### src/rtl/bpc_pkg.sv
`default_nettype none

package bpc_pkg;

    // shared multiplier operand and result widths
    localparam int MX_W   = 37;
    localparam int MY_W   = 33;
    localparam int PROD_W = 64;
    localparam int ACC_W  = 56;

    typedef enum logic [2:0] {
        ST_IDLE,
        ST_DOT,
        ST_RAD,
        ST_DIST,
        ST_TEST,
        ST_TERM,
        ST_VTX,
        ST_FLUSH
    } state_t;

    typedef enum logic [2:0] {
        REG_NORMAL_X      = 3'd0,
        REG_NORMAL_Y      = 3'd1,
        REG_NORMAL_Z      = 3'd2,
        REG_PLANE_OFFSET  = 3'd3,
        REG_CONTACT_LIMIT = 3'd4
    } cfg_reg_t;

    localparam logic [1:0] SLOT_CENTRE  = 2'd3;
    localparam logic [3:0] MAX_CONTACTS = 4'd8;

    typedef struct packed {
        logic acc_clr;
        logic acc_add;
    } mac_ctrl_t;

endpackage

`default_nettype wire

### src/rtl/bpc_mac.sv
`default_nettype none

module bpc_mac
    import bpc_pkg::*;
(
    input  wire                            clk,
    input  wire logic signed [MX_W-1:0]    op_x,
    input  wire logic signed [MY_W-1:0]    op_y,
    input  wire mac_ctrl_t                 ctrl,
    output logic signed [PROD_W-1:0]       prod,
    output logic signed [ACC_W-1:0]        acc
);

    logic signed [MX_W+MY_W-1:0] full;
    logic signed [PROD_W-1:0]    prod_reg;
    logic signed [PROD_W-1:0]    prod_next;
    logic signed [ACC_W-1:0]     acc_reg;
    logic signed [ACC_W-1:0]     acc_next;
    logic signed [ACC_W-1:0]     addend;

    // product registered before it reaches the accumulator
    assign full      = op_x * op_y;
    assign prod_next = full[PROD_W-1:0];
    assign addend    = ctrl.acc_add ? prod_reg[ACC_W-1:0] : '0;
    assign acc_next  = (ctrl.acc_clr ? '0 : acc_reg) + addend;

    always_ff @(posedge clk)
    begin
        prod_reg <= prod_next;
        acc_reg  <= acc_next;
    end

    assign prod = prod_reg;
    assign acc  = acc_reg;

endmodule

`default_nettype wire

### config.mk
export PLATFORM = sky130hd
export DESIGN_NAME = bpc_mac
export DESIGN_NICKNAME = d
export VERILOG_FILES = /design/src/rtl/bpc_pkg.sv /design/src/rtl/bpc_mac.sv
export SDC_FILE = /design/constraint.sdc
export NUM_CORES = 2
export LEC_CHECK = 0
export BUFFER_PORTS_ARGS = -buffer_cell sky130_fd_sc_hd__buf_2
export CAP_MARGIN = 10
export CORE_ASPECT_RATIO = 0.75
export CORE_MARGIN = 5
export CORE_UTILIZATION = 45
export CTS_CLUSTER_SIZE = 25
export DETAILED_ROUTE_END_ITERATION = 10
export SLEW_MARGIN = 20
export SYNTH_ARGS = -nofsm -noshare
export SYNTH_HDL_FRONTEND = slang
export SYNTH_SLANG_ARGS = --single-unit
### constraint.sdc
create_clock -name clk -period 13.6 [get_ports clk]
set_input_delay 1.36 -clock clk [delete_from_list [all_inputs] [get_ports clk]]
set_output_delay 1.36 -clock clk [all_outputs]
set_load 0.01 [all_outputs]
# Word level (Yosys, flattened, before mapping)
# Index checks and enable logic that the tools add are counted.
# word_totals
reg_bits,120
wordCells,6
output_inout_bits,120
# op_classes
multipliers,1
muxes,2
addsub,1
# op_table
op,count
56-bit 2-to-1 mux,2
37-bit by 33-bit multiplier with 64-bit output,1
56-bit adder,1

# Longest topological paths before layout
# depth
ltp_word,2
mapped_depth,31
depth_no_buf,28

# Worst setup path after synthesis
# Ideal clock, no wire load.
# synth_timing
path_type,input port to flip-flop
startpoint,in op_x[36]
endpoint,reg prod_reg[61] (netlist: prod[61])
setup_time_ps,72
t_arrival_ps,8852
path_stages,28
slack_ps,4676
t_required_ps,13528
path_cell_list,clkbuf_1 clkbuf_1 nand2_1 inv_1 fa_1 fa_1 fa_1 inv_1 fa_1 inv_1 fa_1 fa_1 fa_1 inv_1 fa_1 inv_1 ha_1 clkbuf_1 a21o_1 a21o_1 a21o_1 a221o_1 a2111o_1 nor3_1 nor2_1 a41oi_1 nor2b_1 xnor2_1
# synth_between
elab_chain_len,1
# synth_lines
item,line,rtl
"start, declared",bpc_mac.sv:7,"input wire logic signed [MX_W-1:0] op_x,"
37-bit by 33-bit multiplier with 64-bit output,bpc_mac.sv:22,assign full = op_x * op_y;
net full[61],bpc_mac.sv:14,logic signed [MX_W+MY_W-1:0] full;
"end signal, assigned",bpc_mac.sv:29,prod_reg <= prod_next;
"end, declared",bpc_mac.sv:15,logic signed [PROD_W-1:0] prod_reg;
# The timed path passes the listed nets, and every way through them passes these cells.

# Final worst setup path
# layout_timing
startpoint,in op_y[10]
endpoint,reg prod_reg[49] (netlist: prod[49])
# layout_between
elab_chain_len,1
# layout_lines
item,line,rtl
"start, declared",bpc_mac.sv:8,"input wire logic signed [MY_W-1:0] op_y,"
37-bit by 33-bit multiplier with 64-bit output,bpc_mac.sv:22,
net full[49],bpc_mac.sv:14,
# The timed path passes the listed nets, and every way through them passes these cells.

==> impl_metrics.ini <==
[cells_and_area]
fin_nets = 6630
layout-area-overhead-vs-synth_pct = 5.270
max_ffs_per_register = 64
drive_above_1_share_pct = 5.466

[clock_tree]
cts_hold_repair.buffers = 0
clock_tree_from_tritoncts = yes
clkSlewWorstSetupHoldPaths_ns = 0.06
ctsHtreeMaxLevel = 4
insertion_delay_ns = 0.44
post_cts_buffers = 0
clock_path_buffers = 2
clock_sink_count = 120
cts.root.buffer_cell = sky130_fd_sc_hd__clkbuf_16
cts_buffers = 17
cts-resized-gates = 0

[route]
vias_per_cell = 5.311
postRouteAntennaNets = 0
drc = 0
via_count = 34312
detail_route.iter0.violations = 2796
detail_route.first_pass.iterations = 6
wl_per_cell_um = 22.24
wl_um = 143700

[yosys]
yosysSeqAreaShare_pct = 5.125
async_reset_ff_share_pct = 0
synth_area_per_cell_um2 = 9.144
yosysUniqueCellTypes = 71
synthTopCellsByArea = sky130_fd_sc_hd__fa_1, sky130_fd_sc_hd__inv_1, sky130_fd_sc_hd__and2_1
post_synth_top_area_share_pct = 51.21
synth.cell_area_um2 = 46870
synth-seq-cells = 120
edff_count_synth = 0
yosys_most_used_dff = sky130_fd_sc_hd__dfxtp_1
synth_top_area_cell = sky130_fd_sc_hd__fa_1
synthCells = 5126
synthesis.yosys.warnings = 0
synth_fp_nets = 6665

[global_route]
pin_count_of_the_biggest_net_entering_global_routing = 57
grt_first_pass_wirelength_um = 224400
grt_antenna_before_repair = 11
first_global_vias = 36559
grt_usage_pct = 26.64
grt_overflow_total = 0

[placed_design]
dp_hpwl_um = 109900
gp_routability_congestion = 0.9346
input_output_buffers = 192

[setup_path]
cpLargestDelayFamily = adder cells
path_buf_inv = 6
cp_common_cell = sky130_fd_sc_hd__fa_1
worst-setup-path-type = primary input to flip-flop
cp_slowest_cell = sky130_fd_sc_hd__buf_2
worstPathArrival_ns = 9.59
crit_path_end_kind = flip-flop
critical-path-max-stage-delay_ns = 0.77
worstSetupStartpointType = primary input
crit_path_start = op_y[10]
critical_path.reg2reg.startpoint = prod[0]$_DFF_P_
timing.critical_path.fanout_max = 37
worst_ep_required_time_ns = 13.91

[floorplan]
top_level_ports = 193
core_area_um2 = 103200
die_h_um = 289.5
floorplan.die_area_um2 = 110800
die_w_um = 382.7
start_util_pct = 45.40
placementRows = 102

[timing]
rsz0062_at_grt = no
final.period_utilization_pct = 68.25
slew-limit-headroom_pct = 19.49
worst_clock_skew_ns = 0.01327
fin_setup_tns_ns = 0
max_clock_freq_ghz = 0.1077
period_needed_ns = 9.282
max_slew.worst_pin.slew_ns = 1.208
hold_viol_final = 0
timing_max_transition_violations_final = 0
setup_viol = 0

[min_path]
hold_class = flip-flop to flip-flop
hold_path.startpoint = acc[0]$_DFF_P_

[outcome]
outcome = completed

[job]
max_cap_viol_count = 0
## cell usage after synthesis, drive strengths merged (9+ instances only)
cell type	instances
nand4	17
inv	1184
and2	625
o21ai	63
xnor2	92
nand2b	21
nor2b	93
xor2	40
nand3	24
and3	16
dfxtp	120
clkbuf	274
o21bai	27
o21a	12
fa	1199
o31ai	10
nand2	666
a31oi	15
a21o	62
ha	267
nor3	26
a21oi	120
nor2	63
a211o	9
## worst paths after layout
path                                         end  slack (ns)  cells after the start
worst max-delay path            prod[49]$_DFF_P_        4.32                     26
worst max register to register   acc[54]$_DFF_P_       10.00                     14
worst min-delay path              acc[0]$_DFF_P_        0.63                      2
worst min register to register    acc[0]$_DFF_P_        0.63                      2
## routing by layer
metal / vias to the layer above / global-route usage (%) / routed length (um)
met5: - / 0 / 34
met1: 17716 / 40.64 / 66590
met4: 6 / 3.884 / 2131
met2: 1643 / 37.34 / 56800
li1: 14801 / - / -
met3: 146 / 9.191 / 18100
## through the flow
stage | worst slack (ns) | hold slack [ns] | instance area [um2] | util (%) | cells
after floorplan | 4.676 | 0.6269 | 46870 | - | 5126
after global placement | 4.003 | 0.5857 | 48720 | 47.19 | 6424
after detailed placement | 3.959 | 0.6210 | 48720 | 47.19 | 6424
after CTS | 4.420 | 0.6378 | 49330 | 47.78 | 6456
after global routing | 4.064 | 0.6953 | 49330 | 47.78 | 6457
final | 4.318 | 0.6295 | 49340 | 47.79 | 6460
## worst min-delay path, stage by stage (launching register included)
cell and delay, ns:
sky130_fd_sc_hd__dfxtp_1 0.33, sky130_fd_sc_hd__nor2b_1 0.14, sky130_fd_sc_hd__ha_1 0.13
## area by class of cell
| cell class | instances | area [um2] |
|---|---|---|
| repair buffers | 226 | 1216 |
| inverters | 1184 | 4444 |
| well taps | 1352 | 1692 |
| multi-input cells | 3542 | 38970 |
| clock inverters | 15 | 178.9 |
| flip-flops and latches | 120 | 2402 |
| diodes | 4 | 10.01 |
| fillers | 9884 | 53910 |
| clock buffers | 17 | 425.4 |
## cell families (layout without fill, tap and decap cells)
family	Yosys count	count (layout)	synth area share, %
compound gates	371	371	5.280
other cells	0	4	0
flops	120	120	5.125
buf+inv	1464	1442	11.73
fa+ha+maj	1466	1466	58.34
simple gates	1572	1572	17.03
xor+xnor	132	132	2.467
mux	1	1	0.02136
## cell usage in the layout (no fill, tap or decap), types with 15 or more instances in the layout
cell type,n
sky130_fd_sc_hd__buf_4,34
sky130_fd_sc_hd__xor2_1,40
sky130_fd_sc_hd__dfxtp_1,120
sky130_fd_sc_hd__nor2_1,63
sky130_fd_sc_hd__nand2_1,666
sky130_fd_sc_hd__xnor2_1,92
sky130_fd_sc_hd__o21bai_1,27
sky130_fd_sc_hd__buf_2,192
sky130_fd_sc_hd__clkbuf_16,17
sky130_fd_sc_hd__nand3_1,23
sky130_fd_sc_hd__nand2b_1,21
sky130_fd_sc_hd__a31oi_1,15
sky130_fd_sc_hd__and3_1,16
sky130_fd_sc_hd__a21o_1,62
sky130_fd_sc_hd__a21oi_1,118
sky130_fd_sc_hd__and2_1,624
sky130_fd_sc_hd__inv_1,1184
sky130_fd_sc_hd__nand4_1,17
sky130_fd_sc_hd__nor3_1,26
sky130_fd_sc_hd__fa_1,1198
sky130_fd_sc_hd__ha_1,267
sky130_fd_sc_hd__nor2b_1,93
sky130_fd_sc_hd__o21ai_0,55
Power is not shown: default switching activity piles up to over one toggle a cycle in this logic, so the estimate is an artifact.
